[src/design/ecpa_pkg.sv]
// Package for the elliptic-curve point unit: microcode format, register map and control ROM.
package ecpa_pkg;

  localparam int W = 32;
  localparam int RA_W = 5;
  localparam int PC_W = 7;
  localparam int RF_DEPTH = 1 << RA_W;

  typedef enum logic [3:0] {
    OP_LDI, OP_ADD, OP_SUB, OP_MUL, OP_RED, OP_DIV, OP_GETR, OP_SHR, OP_MOV,
    OP_BR, OP_JMP, OP_CALL, OP_RET, OP_DONE
  } op_e;

  typedef enum logic [2:0] {
    C_ALW, C_MZ, C_OPADD, C_AZ, C_BIT0Z, C_BZ, C_NE, C_NE1
  } cond_e;

  typedef struct packed {
    op_e             op;
    cond_e           cnd;
    logic [RA_W-1:0] dst;
    logic [RA_W-1:0] ra;
    logic [RA_W-1:0] rb;
    logic            ina;
    logic [PC_W-1:0] tgt;
    logic            imm;
  } uword_t;

  // register file map
  localparam logic [RA_W-1:0] R_PX   = 5'd0;
  localparam logic [RA_W-1:0] R_PY   = 5'd1;
  localparam logic [RA_W-1:0] R_QX   = 5'd2;
  localparam logic [RA_W-1:0] R_QY   = 5'd3;
  localparam logic [RA_W-1:0] R_A    = 5'd4;
  localparam logic [RA_W-1:0] R_K    = 5'd5;
  localparam logic [RA_W-1:0] R_ACX  = 5'd6;
  localparam logic [RA_W-1:0] R_ACY  = 5'd7;
  localparam logic [RA_W-1:0] R_RNX  = 5'd8;
  localparam logic [RA_W-1:0] R_RNY  = 5'd9;
  localparam logic [RA_W-1:0] R_IX   = 5'd10;
  localparam logic [RA_W-1:0] R_IY   = 5'd11;
  localparam logic [RA_W-1:0] R_NUM  = 5'd12;
  localparam logic [RA_W-1:0] R_DEN  = 5'd13;
  localparam logic [RA_W-1:0] R_T0   = 5'd14;
  localparam logic [RA_W-1:0] R_T1   = 5'd15;
  localparam logic [RA_W-1:0] R_R0   = 5'd16;
  localparam logic [RA_W-1:0] R_R1   = 5'd17;
  localparam logic [RA_W-1:0] R_Q    = 5'd18;
  localparam logic [RA_W-1:0] R_TMP  = 5'd19;
  localparam logic [RA_W-1:0] R_LAM  = 5'd20;
  localparam logic [RA_W-1:0] R_X3   = 5'd21;
  localparam logic [RA_W-1:0] R_Y3   = 5'd22;
  localparam logic [RA_W-1:0] R_ZERO = 5'd23;

  // external operand sources (ra with ina set)
  localparam logic [RA_W-1:0] X_PX = 5'd0;
  localparam logic [RA_W-1:0] X_PY = 5'd1;
  localparam logic [RA_W-1:0] X_QX = 5'd2;
  localparam logic [RA_W-1:0] X_QY = 5'd3;
  localparam logic [RA_W-1:0] X_K  = 5'd4;
  localparam logic [RA_W-1:0] X_A  = 5'd5;
  localparam logic [RA_W-1:0] X_M  = 5'd6;

  // program labels
  localparam logic [PC_W-1:0] L_LOOP   = 7'd11;
  localparam logic [PC_W-1:0] L_DBL    = 7'd20;
  localparam logic [PC_W-1:0] L_FIN    = 7'd29;
  localparam logic [PC_W-1:0] L_ADDOP  = 7'd30;
  localparam logic [PC_W-1:0] L_ZERO   = 7'd36;
  localparam logic [PC_W-1:0] L_PSUM   = 7'd39;
  localparam logic [PC_W-1:0] L_CHORD  = 7'd51;
  localparam logic [PC_W-1:0] L_INV    = 7'd53;
  localparam logic [PC_W-1:0] L_ELOOP  = 7'd58;
  localparam logic [PC_W-1:0] L_EEND   = 7'd69;
  localparam logic [PC_W-1:0] L_NOINV  = 7'd72;
  localparam logic [PC_W-1:0] L_SLOPE  = 7'd73;
  localparam logic [PC_W-1:0] L_RETQ   = 7'd80;
  localparam logic [PC_W-1:0] L_RETP   = 7'd83;
  localparam logic [PC_W-1:0] L_RETINF = 7'd86;

  localparam logic [PC_W-1:0] NO_T = '0;
  localparam logic [RA_W-1:0] NO_R = '0;

  function automatic uword_t mk(op_e op, cond_e cnd, logic [RA_W-1:0] dst,
                                logic [RA_W-1:0] ra, logic [RA_W-1:0] rb, logic ina,
                                logic [PC_W-1:0] tgt, logic imm);
    uword_t w;
    w.op  = op;
    w.cnd = cnd;
    w.dst = dst;
    w.ra  = ra;
    w.rb  = rb;
    w.ina = ina;
    w.tgt = tgt;
    w.imm = imm;
    return w;
  endfunction

  function automatic uword_t ucode(logic [PC_W-1:0] pc);
    uword_t w;
    case (pc)
      7'd0:  w = mk(OP_BR,   C_MZ,    NO_R,   NO_R,   NO_R,   1'b0, L_ZERO,   1'b0);
      7'd1:  w = mk(OP_LDI,  C_ALW,   R_ZERO, NO_R,   NO_R,   1'b0, NO_T,     1'b0);
      7'd2:  w = mk(OP_RED,  C_ALW,   R_A,    X_A,    NO_R,   1'b1, NO_T,     1'b0);
      7'd3:  w = mk(OP_RED,  C_ALW,   R_IX,   X_PX,   NO_R,   1'b1, NO_T,     1'b0);
      7'd4:  w = mk(OP_RED,  C_ALW,   R_IY,   X_PY,   NO_R,   1'b1, NO_T,     1'b0);
      7'd5:  w = mk(OP_BR,   C_OPADD, NO_R,   NO_R,   NO_R,   1'b0, L_ADDOP,  1'b0);
      7'd6:  w = mk(OP_LDI,  C_ALW,   R_ACX,  NO_R,   NO_R,   1'b0, NO_T,     1'b0);
      7'd7:  w = mk(OP_LDI,  C_ALW,   R_ACY,  NO_R,   NO_R,   1'b0, NO_T,     1'b0);
      7'd8:  w = mk(OP_MOV,  C_ALW,   R_RNX,  R_IX,   NO_R,   1'b0, NO_T,     1'b0);
      7'd9:  w = mk(OP_MOV,  C_ALW,   R_RNY,  R_IY,   NO_R,   1'b0, NO_T,     1'b0);
      7'd10: w = mk(OP_MOV,  C_ALW,   R_K,    X_K,    NO_R,   1'b1, NO_T,     1'b0);
      7'd11: w = mk(OP_BR,   C_AZ,    NO_R,   R_K,    NO_R,   1'b0, L_FIN,    1'b0);
      7'd12: w = mk(OP_BR,   C_BIT0Z, NO_R,   R_K,    NO_R,   1'b0, L_DBL,    1'b0);
      7'd13: w = mk(OP_MOV,  C_ALW,   R_PX,   R_ACX,  NO_R,   1'b0, NO_T,     1'b0);
      7'd14: w = mk(OP_MOV,  C_ALW,   R_PY,   R_ACY,  NO_R,   1'b0, NO_T,     1'b0);
      7'd15: w = mk(OP_MOV,  C_ALW,   R_QX,   R_RNX,  NO_R,   1'b0, NO_T,     1'b0);
      7'd16: w = mk(OP_MOV,  C_ALW,   R_QY,   R_RNY,  NO_R,   1'b0, NO_T,     1'b0);
      7'd17: w = mk(OP_CALL, C_ALW,   NO_R,   NO_R,   NO_R,   1'b0, L_PSUM,   1'b0);
      7'd18: w = mk(OP_MOV,  C_ALW,   R_ACX,  R_X3,   NO_R,   1'b0, NO_T,     1'b0);
      7'd19: w = mk(OP_MOV,  C_ALW,   R_ACY,  R_Y3,   NO_R,   1'b0, NO_T,     1'b0);
      7'd20: w = mk(OP_MOV,  C_ALW,   R_PX,   R_RNX,  NO_R,   1'b0, NO_T,     1'b0);
      7'd21: w = mk(OP_MOV,  C_ALW,   R_PY,   R_RNY,  NO_R,   1'b0, NO_T,     1'b0);
      7'd22: w = mk(OP_MOV,  C_ALW,   R_QX,   R_RNX,  NO_R,   1'b0, NO_T,     1'b0);
      7'd23: w = mk(OP_MOV,  C_ALW,   R_QY,   R_RNY,  NO_R,   1'b0, NO_T,     1'b0);
      7'd24: w = mk(OP_CALL, C_ALW,   NO_R,   NO_R,   NO_R,   1'b0, L_PSUM,   1'b0);
      7'd25: w = mk(OP_MOV,  C_ALW,   R_RNX,  R_X3,   NO_R,   1'b0, NO_T,     1'b0);
      7'd26: w = mk(OP_MOV,  C_ALW,   R_RNY,  R_Y3,   NO_R,   1'b0, NO_T,     1'b0);
      7'd27: w = mk(OP_SHR,  C_ALW,   R_K,    R_K,    NO_R,   1'b0, NO_T,     1'b0);
      7'd28: w = mk(OP_JMP,  C_ALW,   NO_R,   NO_R,   NO_R,   1'b0, L_LOOP,   1'b0);
      7'd29: w = mk(OP_DONE, C_ALW,   NO_R,   R_ACX,  R_ACY,  1'b0, NO_T,     1'b0);
      7'd30: w = mk(OP_RED,  C_ALW,   R_QX,   X_QX,   NO_R,   1'b1, NO_T,     1'b0);
      7'd31: w = mk(OP_RED,  C_ALW,   R_QY,   X_QY,   NO_R,   1'b1, NO_T,     1'b0);
      7'd32: w = mk(OP_MOV,  C_ALW,   R_PX,   R_IX,   NO_R,   1'b0, NO_T,     1'b0);
      7'd33: w = mk(OP_MOV,  C_ALW,   R_PY,   R_IY,   NO_R,   1'b0, NO_T,     1'b0);
      7'd34: w = mk(OP_CALL, C_ALW,   NO_R,   NO_R,   NO_R,   1'b0, L_PSUM,   1'b0);
      7'd35: w = mk(OP_DONE, C_ALW,   NO_R,   R_X3,   R_Y3,   1'b0, NO_T,     1'b0);
      7'd36: w = mk(OP_LDI,  C_ALW,   R_X3,   NO_R,   NO_R,   1'b0, NO_T,     1'b0);
      7'd37: w = mk(OP_LDI,  C_ALW,   R_Y3,   NO_R,   NO_R,   1'b0, NO_T,     1'b0);
      7'd38: w = mk(OP_DONE, C_ALW,   NO_R,   R_X3,   R_Y3,   1'b0, NO_T,     1'b0);
      // point sum subroutine
      7'd39: w = mk(OP_BR,   C_BZ,    NO_R,   R_PX,   R_PY,   1'b0, L_RETQ,   1'b0);
      7'd40: w = mk(OP_BR,   C_BZ,    NO_R,   R_QX,   R_QY,   1'b0, L_RETP,   1'b0);
      7'd41: w = mk(OP_BR,   C_NE,    NO_R,   R_PX,   R_QX,   1'b0, L_CHORD,  1'b0);
      7'd42: w = mk(OP_ADD,  C_ALW,   R_TMP,  R_PY,   R_QY,   1'b0, NO_T,     1'b0);
      7'd43: w = mk(OP_BR,   C_AZ,    NO_R,   R_TMP,  NO_R,   1'b0, L_RETINF, 1'b0);
      7'd44: w = mk(OP_BR,   C_NE,    NO_R,   R_PY,   R_QY,   1'b0, L_CHORD,  1'b0);
      7'd45: w = mk(OP_MUL,  C_ALW,   R_TMP,  R_PX,   R_PX,   1'b0, NO_T,     1'b0);
      7'd46: w = mk(OP_ADD,  C_ALW,   R_NUM,  R_TMP,  R_TMP,  1'b0, NO_T,     1'b0);
      7'd47: w = mk(OP_ADD,  C_ALW,   R_NUM,  R_NUM,  R_TMP,  1'b0, NO_T,     1'b0);
      7'd48: w = mk(OP_ADD,  C_ALW,   R_NUM,  R_NUM,  R_A,    1'b0, NO_T,     1'b0);
      7'd49: w = mk(OP_ADD,  C_ALW,   R_DEN,  R_PY,   R_PY,   1'b0, NO_T,     1'b0);
      7'd50: w = mk(OP_JMP,  C_ALW,   NO_R,   NO_R,   NO_R,   1'b0, L_INV,    1'b0);
      7'd51: w = mk(OP_SUB,  C_ALW,   R_NUM,  R_QY,   R_PY,   1'b0, NO_T,     1'b0);
      7'd52: w = mk(OP_SUB,  C_ALW,   R_DEN,  R_QX,   R_PX,   1'b0, NO_T,     1'b0);
      // extended Euclid
      7'd53: w = mk(OP_MOV,  C_ALW,   R_R0,   X_M,    NO_R,   1'b1, NO_T,     1'b0);
      7'd54: w = mk(OP_MOV,  C_ALW,   R_R1,   R_DEN,  NO_R,   1'b0, NO_T,     1'b0);
      7'd55: w = mk(OP_LDI,  C_ALW,   R_T0,   NO_R,   NO_R,   1'b0, NO_T,     1'b0);
      7'd56: w = mk(OP_LDI,  C_ALW,   R_TMP,  NO_R,   NO_R,   1'b0, NO_T,     1'b1);
      7'd57: w = mk(OP_ADD,  C_ALW,   R_T1,   R_TMP,  R_ZERO, 1'b0, NO_T,     1'b0);
      7'd58: w = mk(OP_BR,   C_AZ,    NO_R,   R_R1,   NO_R,   1'b0, L_EEND,   1'b0);
      7'd59: w = mk(OP_DIV,  C_ALW,   R_Q,    R_R0,   R_R1,   1'b0, NO_T,     1'b0);
      7'd60: w = mk(OP_GETR, C_ALW,   R_TMP,  NO_R,   NO_R,   1'b0, NO_T,     1'b0);
      7'd61: w = mk(OP_MOV,  C_ALW,   R_R0,   R_R1,   NO_R,   1'b0, NO_T,     1'b0);
      7'd62: w = mk(OP_MOV,  C_ALW,   R_R1,   R_TMP,  NO_R,   1'b0, NO_T,     1'b0);
      7'd63: w = mk(OP_ADD,  C_ALW,   R_Q,    R_Q,    R_ZERO, 1'b0, NO_T,     1'b0);
      7'd64: w = mk(OP_MUL,  C_ALW,   R_Q,    R_Q,    R_T1,   1'b0, NO_T,     1'b0);
      7'd65: w = mk(OP_SUB,  C_ALW,   R_TMP,  R_T0,   R_Q,    1'b0, NO_T,     1'b0);
      7'd66: w = mk(OP_MOV,  C_ALW,   R_T0,   R_T1,   NO_R,   1'b0, NO_T,     1'b0);
      7'd67: w = mk(OP_MOV,  C_ALW,   R_T1,   R_TMP,  NO_R,   1'b0, NO_T,     1'b0);
      7'd68: w = mk(OP_JMP,  C_ALW,   NO_R,   NO_R,   NO_R,   1'b0, L_ELOOP,  1'b0);
      7'd69: w = mk(OP_BR,   C_NE1,   NO_R,   R_R0,   NO_R,   1'b0, L_NOINV,  1'b0);
      7'd70: w = mk(OP_MUL,  C_ALW,   R_LAM,  R_NUM,  R_T0,   1'b0, NO_T,     1'b0);
      7'd71: w = mk(OP_JMP,  C_ALW,   NO_R,   NO_R,   NO_R,   1'b0, L_SLOPE,  1'b0);
      7'd72: w = mk(OP_LDI,  C_ALW,   R_LAM,  NO_R,   NO_R,   1'b0, NO_T,     1'b0);
      7'd73: w = mk(OP_MUL,  C_ALW,   R_TMP,  R_LAM,  R_LAM,  1'b0, NO_T,     1'b0);
      7'd74: w = mk(OP_SUB,  C_ALW,   R_TMP,  R_TMP,  R_PX,   1'b0, NO_T,     1'b0);
      7'd75: w = mk(OP_SUB,  C_ALW,   R_X3,   R_TMP,  R_QX,   1'b0, NO_T,     1'b0);
      7'd76: w = mk(OP_SUB,  C_ALW,   R_TMP,  R_PX,   R_X3,   1'b0, NO_T,     1'b0);
      7'd77: w = mk(OP_MUL,  C_ALW,   R_TMP,  R_LAM,  R_TMP,  1'b0, NO_T,     1'b0);
      7'd78: w = mk(OP_SUB,  C_ALW,   R_Y3,   R_TMP,  R_PY,   1'b0, NO_T,     1'b0);
      7'd79: w = mk(OP_RET,  C_ALW,   NO_R,   NO_R,   NO_R,   1'b0, NO_T,     1'b0);
      7'd80: w = mk(OP_MOV,  C_ALW,   R_X3,   R_QX,   NO_R,   1'b0, NO_T,     1'b0);
      7'd81: w = mk(OP_MOV,  C_ALW,   R_Y3,   R_QY,   NO_R,   1'b0, NO_T,     1'b0);
      7'd82: w = mk(OP_RET,  C_ALW,   NO_R,   NO_R,   NO_R,   1'b0, NO_T,     1'b0);
      7'd83: w = mk(OP_MOV,  C_ALW,   R_X3,   R_PX,   NO_R,   1'b0, NO_T,     1'b0);
      7'd84: w = mk(OP_MOV,  C_ALW,   R_Y3,   R_PY,   NO_R,   1'b0, NO_T,     1'b0);
      7'd85: w = mk(OP_RET,  C_ALW,   NO_R,   NO_R,   NO_R,   1'b0, NO_T,     1'b0);
      7'd86: w = mk(OP_LDI,  C_ALW,   R_X3,   NO_R,   NO_R,   1'b0, NO_T,     1'b0);
      7'd87: w = mk(OP_LDI,  C_ALW,   R_Y3,   NO_R,   NO_R,   1'b0, NO_T,     1'b0);
      7'd88: w = mk(OP_RET,  C_ALW,   NO_R,   NO_R,   NO_R,   1'b0, NO_T,     1'b0);
      default: w = mk(OP_DONE, C_ALW, NO_R,   R_X3,   R_Y3,   1'b0, NO_T,     1'b0);
    endcase
    return w;
  endfunction

endpackage

[src/design/ec_point_add_scalar_multiply_top.sv]
// Elliptic-curve point add / scalar multiply engine, microcoded over a serial field datapath.
//
//  channel  direction  handshake                 beat
//  in       sink       in_valid_i / in_ready_o   operation, p_x, p_y, q_x, q_y, scalar
//  out      source     out_valid_o / out_ready_i res_x, res_y, is_identity
//  cfg      sink       cfg_valid_i / cfg_ready_o cfg_index_i, cfg_data_i
//
// Each microstep reads its operands in ST_RD and then executes in ST_EX; field multiply,
// divide and reduce iterate in ST_EX one bit a cycle. A point sum that needs a slope is
// dominated by the inverse loop; a scalar multiply runs up to 64 point sums.
// One item at a time; in_ready_o is high while the sequencer is idle.
// Reset clears control and loads the modulus and curve_a defaults; no clearing pass.
// A pending result holds the sequencer at its final step until the out beat is taken.
module ec_point_add_scalar_multiply_top (
  input  logic        clk_i,
  input  logic        rst_ni,
  input  logic        in_valid_i,
  output logic        in_ready_o,
  input  logic        operation_i,
  input  logic [31:0] p_x_i,
  input  logic [31:0] p_y_i,
  input  logic [31:0] q_x_i,
  input  logic [31:0] q_y_i,
  input  logic [31:0] scalar_i,
  output logic        out_valid_o,
  input  logic        out_ready_i,
  output logic [31:0] res_x_o,
  output logic [31:0] res_y_o,
  output logic        is_identity_o,
  input  logic        cfg_valid_i,
  output logic        cfg_ready_o,
  input  logic        cfg_index_i,
  input  logic [31:0] cfg_data_i
);

  localparam int W = ecpa_pkg::W;
  localparam int PC_W = ecpa_pkg::PC_W;
  localparam int CNT_W = $clog2(W);

  typedef enum logic [2:0] {
    ST_IDLE = 3'b001,
    ST_RD   = 3'b010,
    ST_EX   = 3'b100
  } state_e;

  state_e            state_q, state_d;
  logic [PC_W-1:0]   pc_q, pc_d, ret_q, ret_d;
  logic [CNT_W-1:0]  cnt_q;
  logic [W-1:0]      acc_q, quo_q, opa_q, opb_q;
  logic              op_q;
  logic [W-1:0]      px_q, py_q, qx_q, qy_q, k_q;
  logic [W-1:0]      m_q, ca_q;
  logic [W-1:0]      rx_q, ry_q;
  logic              oid_q, ov_q;
  logic [W-1:0]      rf [ecpa_pkg::RF_DEPTH];

  ecpa_pkg::uword_t  uw;
  logic [W-1:0]      ext_val;
  logic              serial_op;
  logic [CNT_W-1:0]  bit_idx;
  logic [W:0]        m_ext, mt, mtr, mu, mur, dt, dts, d_ext;
  logic              qb;
  logic [W-1:0]      step_nx, quo_nx;
  logic [W:0]        add_s, add_m, sub_p;
  logic [W-1:0]      alu_add, alu_sub;
  logic              cond_ok;
  logic              rf_we, ld_out;
  logic [W-1:0]      rf_wd;

  assign uw = ecpa_pkg::ucode(pc_q);
  assign serial_op = (uw.op == ecpa_pkg::OP_MUL) || (uw.op == ecpa_pkg::OP_DIV) ||
                     (uw.op == ecpa_pkg::OP_RED);

  always_comb begin
    case (uw.ra)
      ecpa_pkg::X_PX: ext_val = px_q;
      ecpa_pkg::X_PY: ext_val = py_q;
      ecpa_pkg::X_QX: ext_val = qx_q;
      ecpa_pkg::X_QY: ext_val = qy_q;
      ecpa_pkg::X_K:  ext_val = k_q;
      ecpa_pkg::X_A:  ext_val = ca_q;
      default:        ext_val = m_q;
    endcase
  end

  // serial unit: interleaved modular multiply, restoring divide / reduce
  always_comb begin
    bit_idx = ~cnt_q;
    m_ext   = {1'b0, m_q};
    mt      = {acc_q, 1'b0};
    mtr     = (mt >= m_ext) ? (mt - m_ext) : mt;
    mu      = mtr + (opb_q[bit_idx] ? {1'b0, opa_q} : '0);
    mur     = (mu >= m_ext) ? (mu - m_ext) : mu;
    d_ext   = (uw.op == ecpa_pkg::OP_RED) ? m_ext : {1'b0, opb_q};
    dt      = {acc_q, opa_q[bit_idx]};
    qb      = (dt >= d_ext);
    dts     = dt - d_ext;
    step_nx = (uw.op == ecpa_pkg::OP_MUL) ? mur[W-1:0] : (qb ? dts[W-1:0] : dt[W-1:0]);
    quo_nx  = {quo_q[W-2:0], qb};
  end

  always_comb begin
    add_s   = {1'b0, opa_q} + {1'b0, opb_q};
    add_m   = add_s - m_ext;
    alu_add = (add_s >= m_ext) ? add_m[W-1:0] : add_s[W-1:0];
    sub_p   = {1'b0, opa_q} + m_ext - {1'b0, opb_q};
    alu_sub = (opa_q >= opb_q) ? (opa_q - opb_q) : sub_p[W-1:0];
  end

  always_comb begin
    case (uw.cnd)
      ecpa_pkg::C_ALW:   cond_ok = 1'b1;
      ecpa_pkg::C_MZ:    cond_ok = (m_q == '0);
      ecpa_pkg::C_OPADD: cond_ok = op_q;
      ecpa_pkg::C_AZ:    cond_ok = (opa_q == '0);
      ecpa_pkg::C_BIT0Z: cond_ok = !opa_q[0];
      ecpa_pkg::C_BZ:    cond_ok = (opa_q == '0) && (opb_q == '0);
      ecpa_pkg::C_NE:    cond_ok = (opa_q != opb_q);
      ecpa_pkg::C_NE1:   cond_ok = (opa_q != W'(1));
      default:           cond_ok = 1'b0;
    endcase
  end

  always_comb begin
    state_d = state_q;
    pc_d    = pc_q;
    ret_d   = ret_q;
    rf_we   = 1'b0;
    rf_wd   = '0;
    ld_out  = 1'b0;
    case (state_q)
      ST_IDLE: begin
        if (in_valid_i) begin
          state_d = ST_RD;
          pc_d    = '0;
        end
      end
      ST_RD: begin
        state_d = ST_EX;
      end
      ST_EX: begin
        state_d = ST_RD;
        pc_d    = pc_q + PC_W'(1);
        case (uw.op)
          ecpa_pkg::OP_LDI: begin
            rf_we = 1'b1;
            rf_wd = W'(uw.imm);
          end
          ecpa_pkg::OP_ADD: begin
            rf_we = 1'b1;
            rf_wd = alu_add;
          end
          ecpa_pkg::OP_SUB: begin
            rf_we = 1'b1;
            rf_wd = alu_sub;
          end
          ecpa_pkg::OP_SHR: begin
            rf_we = 1'b1;
            rf_wd = opa_q >> 1;
          end
          ecpa_pkg::OP_MOV: begin
            rf_we = 1'b1;
            rf_wd = opa_q;
          end
          ecpa_pkg::OP_GETR: begin
            rf_we = 1'b1;
            rf_wd = acc_q;
          end
          ecpa_pkg::OP_MUL, ecpa_pkg::OP_DIV, ecpa_pkg::OP_RED: begin
            if (cnt_q == '1) begin
              rf_we = 1'b1;
              rf_wd = (uw.op == ecpa_pkg::OP_DIV) ? quo_nx : step_nx;
            end else begin
              state_d = ST_EX;
              pc_d    = pc_q;
            end
          end
          ecpa_pkg::OP_BR: begin
            if (cond_ok) begin
              pc_d = uw.tgt;
            end
          end
          ecpa_pkg::OP_JMP: begin
            pc_d = uw.tgt;
          end
          ecpa_pkg::OP_CALL: begin
            ret_d = pc_q + PC_W'(1);
            pc_d  = uw.tgt;
          end
          ecpa_pkg::OP_RET: begin
            pc_d = ret_q;
          end
          ecpa_pkg::OP_DONE: begin
            pc_d = pc_q;
            if (!ov_q || out_ready_i) begin
              ld_out  = 1'b1;
              state_d = ST_IDLE;
            end else begin
              state_d = ST_EX;
            end
          end
          default: begin
            state_d = ST_IDLE;
          end
        endcase
      end
      default: begin
        state_d = ST_IDLE;
      end
    endcase
  end

  always_ff @(posedge clk_i or negedge rst_ni) begin
    if (!rst_ni) begin
      state_q <= ST_IDLE;
      pc_q    <= '0;
      ret_q   <= '0;
      cnt_q   <= '0;
      ov_q    <= 1'b0;
      m_q     <= W'(524287);
      ca_q    <= W'(5);
    end else begin
      state_q <= state_d;
      pc_q    <= pc_d;
      ret_q   <= ret_d;
      if (state_q == ST_RD) begin
        cnt_q <= '0;
      end else if (state_q == ST_EX) begin
        cnt_q <= cnt_q + CNT_W'(1);
      end
      if (ld_out) begin
        ov_q <= 1'b1;
      end else if (out_ready_i) begin
        ov_q <= 1'b0;
      end
      if (cfg_valid_i) begin
        if (cfg_index_i) begin
          ca_q <= cfg_data_i;
        end else begin
          m_q <= cfg_data_i;
        end
      end
    end
  end

  always_ff @(posedge clk_i) begin
    if (state_q == ST_IDLE && in_valid_i) begin
      op_q <= operation_i;
      px_q <= p_x_i;
      py_q <= p_y_i;
      qx_q <= q_x_i;
      qy_q <= q_y_i;
      k_q  <= scalar_i;
    end
    if (state_q == ST_RD) begin
      opa_q <= uw.ina ? ext_val : rf[uw.ra];
      opb_q <= rf[uw.rb];
      if (serial_op) begin
        acc_q <= '0;
        quo_q <= '0;
      end
    end else if (state_q == ST_EX && serial_op) begin
      acc_q <= step_nx;
      quo_q <= quo_nx;
    end
    if (rf_we) begin
      rf[uw.dst] <= rf_wd;
    end
    if (ld_out) begin
      rx_q  <= opa_q;
      ry_q  <= opb_q;
      oid_q <= (opa_q == '0) && (opb_q == '0);
    end
  end

  assign in_ready_o    = (state_q == ST_IDLE);
  assign out_valid_o   = ov_q;
  assign res_x_o       = rx_q;
  assign res_y_o       = ry_q;
  assign is_identity_o = oid_q;
  assign cfg_ready_o   = 1'b1;

endmodule

[config.mk]
export PLATFORM = sky130hd
export DESIGN_NAME = ec_point_add_scalar_multiply_top
export DESIGN_NICKNAME = d
export VERILOG_FILES = /design/src/design/ecpa_pkg.sv /design/src/design/ec_point_add_scalar_multiply_top.sv
export SDC_FILE = /design/constraint.sdc
export NUM_CORES = 2
export LEC_CHECK = 0
export BUFFER_PORTS_ARGS = -buffer_cell sky130_fd_sc_hd__buf_2
export CORE_MARGIN = 2
export CORE_UTILIZATION = 52
export DETAILED_ROUTE_END_ITERATION = 7
export PLACE_DENSITY = 0.69
export SYNTH_ARGS = -nofsm -noshare
export SYNTH_HDL_FRONTEND = slang
export SYNTH_MEMORY_MAX_BITS = 65536
export SYNTH_SLANG_ARGS = --single-unit
[constraint.sdc]
create_clock -name clk_i -period 12.42 [get_ports clk_i]
set_input_delay 2.484 -clock clk_i [delete_from_list [all_inputs] [get_ports clk_i]]
set_output_delay 2.484 -clock clk_i [all_outputs]
set_load 0.005 [all_outputs]
# ---- Yosys cells after proc, flatten, opt, wreduce, memory -nomap -nowiden
# Memories as Yosys holds them, arrays and structs flattened. A register that Yosys moved wholly into a read port is not among the register bits.
# Index checks and enable logic that the tools add are counted.
dict set report word_totals {
  reg_bits 408
  latch_bits 0
  mem_bits_rw 1024
  romBits 3968
  inputBits 199
  output_inout_bits 68
  elab_cells 148
  n_memories 2
}
# name depth word_bits read_ports rd_ports_with_merged_regs write_ports line
set mem_list {}
lappend mem_list {{(name not given)} 128 31 1 0 0 ecpa_pkg.sv:101} ;# case (pc)
lappend mem_list {rf 32 32 2 1 1 ec_point_add_scalar_multiply_top.sv:55} ;# logic [W-1:0] rf [ecpa_pkg::RF_DEPTH];
dict set report classes {
  add_sub_neg 11
  mul 0
  n_div 0
  order_cmp 6
  n_eq_ne 35
  shifts 0
  mux 46
  bitwise 2
  n_reduce_logical 27
}
# cell count
set op_table {}
lappend op_table {{$mux 32} 14}
lappend op_table {{$pmux 32 s7} 1}
lappend op_table {{$pmux 32 s6} 1}
lappend op_table {{$sub 32x32->32} 5}
lappend op_table {{$ge 33x32->1} 4}
lappend op_table {{$logic_not 32->1} 3}
lappend op_table {{$mux 31} 2}
lappend op_table {{$pmux 7 s5} 1}
lappend op_table {{$add 32x32->33} 1}
lappend op_table {{$add 33x32->33} 1}
lappend op_table {{$mux 33} 1}
lappend op_table {{$sub 33x32->33} 1}
lappend op_table {{$add 32x32->32} 1}
lappend op_table {{$ge 32x32->1} 1}
lappend op_table {{$ne 32x1->1 const B} 1}
lappend op_table {{$ne 32x32->1} 1}
lappend op_table {{$eq 4x4->1 const B} 6}
lappend op_table {{$mux 7} 3}
lappend op_table {{$pmux 3 s3} 2}
lappend op_table {{$eq 4x3->1 const B} 4}
lappend op_table {{$eq 3x3->1 const B} 5}
lappend op_table {{$pmux 7 s2} 1}
lappend op_table {{$mux 1} 11}
lappend op_table {{$bmux 1 s5} 2}
lappend op_table {{32 further kinds} 54}

# ---- Longest topological paths before layout
dict set report depth {
  depth_word 12
  ltp_mapped 36
  depth_no_buf 34
}

# ---- Worst setup path after synthesis
# OpenSTA, ideal clock, no wires.
dict set report synth_path {
  kind {reg-to-reg}
  from {register cnt_q[0]}
  to {memory rf[0][2] (data pin)}
  arrival_ns 9.088
  t_required_ns 11.880
  path_slack_ns 2.793
  path_stages_with_launch 29
  n_path_buf 3
  synth_period_minus_slack_ns 9.627
  cell_sequence {dfrtp_1 -> clkbuf_1 -> clkbuf_1 -> mux4_2 -> mux4_2 -> mux2i_1 -> clkbuf_1 -> nor2_1 -> ha_1 -> a21o_1 -> a221oi_2 -> a41oi_1 -> a31o_1 -> a221o_1 -> a21o_1 -> or3b_1 -> a31oi_1 -> xnor2_1 -> ha_1 -> nand3_1 -> o21ai_0 -> a21oi_1 -> o31a_1 -> o2bb2ai_1 -> nor2b_1 -> nor3_1 -> a211o_1 -> and4b_1 -> nor4_1}
}
dict set report synth_between {
  elab_chain_len 12
  word_cells_on_any_way 19
}
# element line
set synth_rtl {}
lappend synth_rtl {{start, declared} ec_point_add_scalar_multiply_top.sv:48} ;# logic [CNT_W-1:0] cnt_q;
lappend synth_rtl {{start signal, assigned} ec_point_add_scalar_multiply_top.sv:229} ;# cnt_q <= cnt_q + CNT_W'(1);
lappend synth_rtl {{$not 5->5} ec_point_add_scalar_multiply_top.sv:88} ;# bit_idx = ~cnt_q;
lappend synth_rtl {{$bmux 1 s5} ec_point_add_scalar_multiply_top.sv:92} ;# mu = mtr + (opb_q[bit_idx] ? {1'b0, opa_q} : '0);
lappend synth_rtl {{$mux 1 (implied by the code)} ec_point_add_scalar_multiply_top.sv:92}
lappend synth_rtl {{$mux 32} ec_point_add_scalar_multiply_top.sv:92}
lappend synth_rtl {{$add 33x32->33} ec_point_add_scalar_multiply_top.sv:92}
lappend synth_rtl {{$sub 32x32->32 or $ge 33x32->1 (tied branches)} ec_point_add_scalar_multiply_top.sv:93} ;# mur = (mu >= m_ext) ? (mu - m_ext) : mu;
lappend synth_rtl {{$mux 32} ec_point_add_scalar_multiply_top.sv:93}
lappend synth_rtl {{$mux 32} ec_point_add_scalar_multiply_top.sv:98} ;# step_nx = (uw.op == ecpa_pkg::OP_MUL) ? mur[W-1:0] : (qb ? dts[W-1:0] : dt[W-1:0]);
lappend synth_rtl {{$mux 32} ec_point_add_scalar_multiply_top.sv:172} ;# rf_wd = (uw.op == ecpa_pkg::OP_DIV) ? quo_nx : step_nx;
lappend synth_rtl {{$mux 32 *} ec_point_add_scalar_multiply_top.sv:170} ;# if (cnt_q == '1) begin
lappend synth_rtl {{$pmux 32 s7 *} ec_point_add_scalar_multiply_top.sv:144} ;# case (uw.op)
lappend synth_rtl {{$mux 32 *} ec_point_add_scalar_multiply_top.sv:131} ;# case (state_q)
lappend synth_rtl {{net rf_wd[2]} ec_point_add_scalar_multiply_top.sv:68} ;# logic [W-1:0] rf_wd;
lappend synth_rtl {{end, declared} ec_point_add_scalar_multiply_top.sv:55}
# The timed path passes the listed nets; every way through them passes the cells marked *. The select of a mux whose other input is x is not followed.

# ---- Final worst setup path
dict set report layout_path {
  from {register cnt_q[0]}
  to {memory rf[3][4] (data pin)}
}
# Same word-level chain as after synthesis.

==> results.cfg <==
[run_status]
status = finished with violations
violations = capacitance limit, slew limit

[grt]
overflow = 0
track_usage_pct = 40.53
grt_antenna_before_repair = 20
grt_max_degree = 141
grt_pass1_wl_um = 479800
grt_pass1_vias = 67420

[layout]
largest_reg_flops = 1024
synthToLayoutAreaGrowth_pct = 11.01
fin_cells = 10560
nNetsFinal = 8777
largest-register = rf
drive_gt1_share_pct = 11.49
fillCellCount = 13650

[yosys]
synth_area_leaders = edfxtp_1 49%, nand2_1 7.2%, ha_1 4.0%
syn_inst = 8152
yosys_register_bits = 1464
synth.distinct_cells = 105
synth_top_area_share_pct = 49.11
synth_edf_count = 1377
synth.cell_area_um2 = 84190
synth_commonest_cells = 1623 x nand2_1, 1377 x edfxtp_1, 424 x a21oi_1
ys_seq_area_share_pct = 51.73
avgSynthCellArea_um2 = 10.33
ys_async_sr_fraction_pct = 5.943
synth_warnings = 0
yosys.area.top_type = edfxtp_1
yosysMostFrequentCell = nand2_1
ys.flop_type = edfxtp_1

[setup_path]
rrSetupSlack_ns = 2.27
slowest_delay_ns = 0.95
critPathSlowestCell = a32o_1
end_kind = flip-flop
crit_type = reg2reg
crit_path_start_kind = flip-flop
cp.required_ns = 12.87
cp.arrival_ns = 10.60
critPathMaxFanout = 32

[floorplanning]
rows = 147
die_area_um2 = 165100
initial_core_util_pct = 52.37
die_h_um = 406.4
ios = 267
die_w_um = 406.4
core_area_um2 = 160800

[sta]
worst_slew_pin_slew_ns = 1.492
rsz0062_at_grt = false
fin_ws_ns = 2.267
max_freq_mhz = 98.49
fin_crit_sh_pct = 81.75
slew_viol_final = 1
post-route-min-period_ns = 10.15
fin_skew_ns = 0.06013
finalSetupViolCount = 0
whs_ns = 0.4888
maxSlewHeadroom_pct = -0.5188
hold_violations = 0
tns_ns = 0

[placed_design]
port_buffers = 265
gp_congestion = 1.025
place_ws_ns = 2.501
place_inst = 10270
hpwl_um = 232300

[clocking]
cts_max_level = 4
clk_latency_ns = 0.84
cts_made_buffers = 159
cts_root_buf = clkbuf_16
post_cts_resize_count = 0
clockBufferDepth = 3
clock_sinks = 1464
hold_buffers = 0
path_clk_slew_ns = 0.06
tritoncts = yes
postCtsSetupBuffers = 0

[pwr]
p_int_w = 0.01357
power_density_nw_per_um2 = 285.2
comb_power_share_pct = 58.7
switchingPower_w = 0.01307
ir_drop_uv = 295.1
switching_share_pct = 49.06
clkPwrFrac_pct = 18.3
leakage_nw = 33.68
p_seq_share_pct = 23.0

[route]
vias_per_cell = 6.845
wl_per_cell_um = 32.46
drt_iter0_drc = 11660
drc = 0
ant_nets = 0
drt_wl_total_um = 342900
num_vias = 72310
dr.pass1.iters = 8

[run]
cap_violations = 1

[hold_path]
hp-class = reg2reg
[power groups by stage]
| stage | clock network, W | logic (W) | registers [W] |
|---|---|---|---|
| finish | 0.00488 | 0.0156 | 0.00613 |
| global route | 0.00507 | 0.0164 | 0.00613 |
| CTS | 0.00489 | 0.0151 | 0.00611 |
| detailed placement | 0 | 0.0150 | 0.00621 |
| global placement | 0 | 0.0150 | 0.00620 |
| floorplan | 0 | 0.00970 | 0.00606 |
[per-layer routing]
layer | share of wire (%) | wire length, um | global-route usage, %
met1 | 38 | 131800 | 55.56
met5 | 0.029 | 98 | 0
met2 | 44 | 149300 | 60.32
met3 | 12 | 41190 | 8.932
met4 | 6.0 | 20480 | 21.36
[kinds of logic after synthesis]
| logic type | Yosys count | share of synthesized area [%] |
|---|---|---|
| and+or+nand+nor | 2987 | 15.99 |
| AOI/OAI and AO/OA | 2178 | 17.81 |
| DFF | 1464 | 51.73 |
| buffers and inverters | 812 | 4.143 |
| adders and majority gates | 306 | 4.887 |
| xor gates and xnor gates | 229 | 2.382 |
| muxes | 174 | 3.054 |
| other | 2 | 0.008920 |
[stage by stage]
step                      area (um^2)  utilization (%)  power [W]
after floorplan                 84430                -    0.01576
after global placement          88140            54.83    0.02123
after detailed placement        88140            54.83    0.02119
after CTS                       93440            58.13    0.02607
after global routing            93440            58.13    0.02761
final                           93460            58.14    0.02665
[worst paths after layout]
kind / endpoint / cells past startpoint / from
max: rf[3][4]$_DFFE_PP_ / 29 / cnt_q[0]$_DFFE_PN0P_
min: ret_q[6]$_DFFE_PN0P_ / 2 / ret_q[6]$_DFFE_PN0P_
max reg2reg: rf[3][4]$_DFFE_PP_ / 29 / cnt_q[0]$_DFFE_PN0P_
min reg2reg: ret_q[6]$_DFFE_PN0P_ / 2 / ret_q[6]$_DFFE_PN0P_
max in group asynchronous: pc_q[4]$_DFFE_PN0P_ / 2 / rst_ni
min in group asynchronous: ca_q[16]$_DFFE_PN0P_ / 1 / rst_ni
[layout by cell type, fill, tap and decap left out, types with 65 or more instances in the layout]
master     instances
nand3_1          303
buf_4            195
o21ai_0          315
and3_1           153
xnor2_1          146
a21oi_1          422
ha_1             268
mux2i_1           68
a211oi_1         241
nand2_1         1622
a22oi_1           87
a21o_1            91
clkbuf_16        163
buf_2            264
a311oi_1         160
edfxtp_1        1377
xor2_1            83
a31oi_1          289
o211ai_1          83
inv_1            237
and2_1           245
nor2_1           294
conb_1            65
[critical path: cells and delay by family (launching register included)]
family                     cells  cell delay, ns
adders and majority gates      2            0.65
and+or+nand+nor                7            1.80
muxes                          3            1.73
xor gates and xnor gates       1            0.22
DFF                            1            0.86
AOI/OAI and AO/OA             13            3.78
buffers and inverters          3            0.72
[layout make-up]
cell class / instances / area, um^2 / share of cell area [%]
flip-flops and latches: 1464 / 43560 / 46.61
multi-input cells: 5939 / 38010 / 40.67
well taps: 2160 / 2703 / 2.892
repair buffers: 468 / 2965 / 3.173
clock inverters: 83 / 1032 / 1.105
clock buffers: 204 / 4273 / 4.572
inverters: 240 / 908.4 / 0.9720
diodes: 5 / 12.51 / 0.01339
No activity file was read; power rests on OpenSTA's default activity.
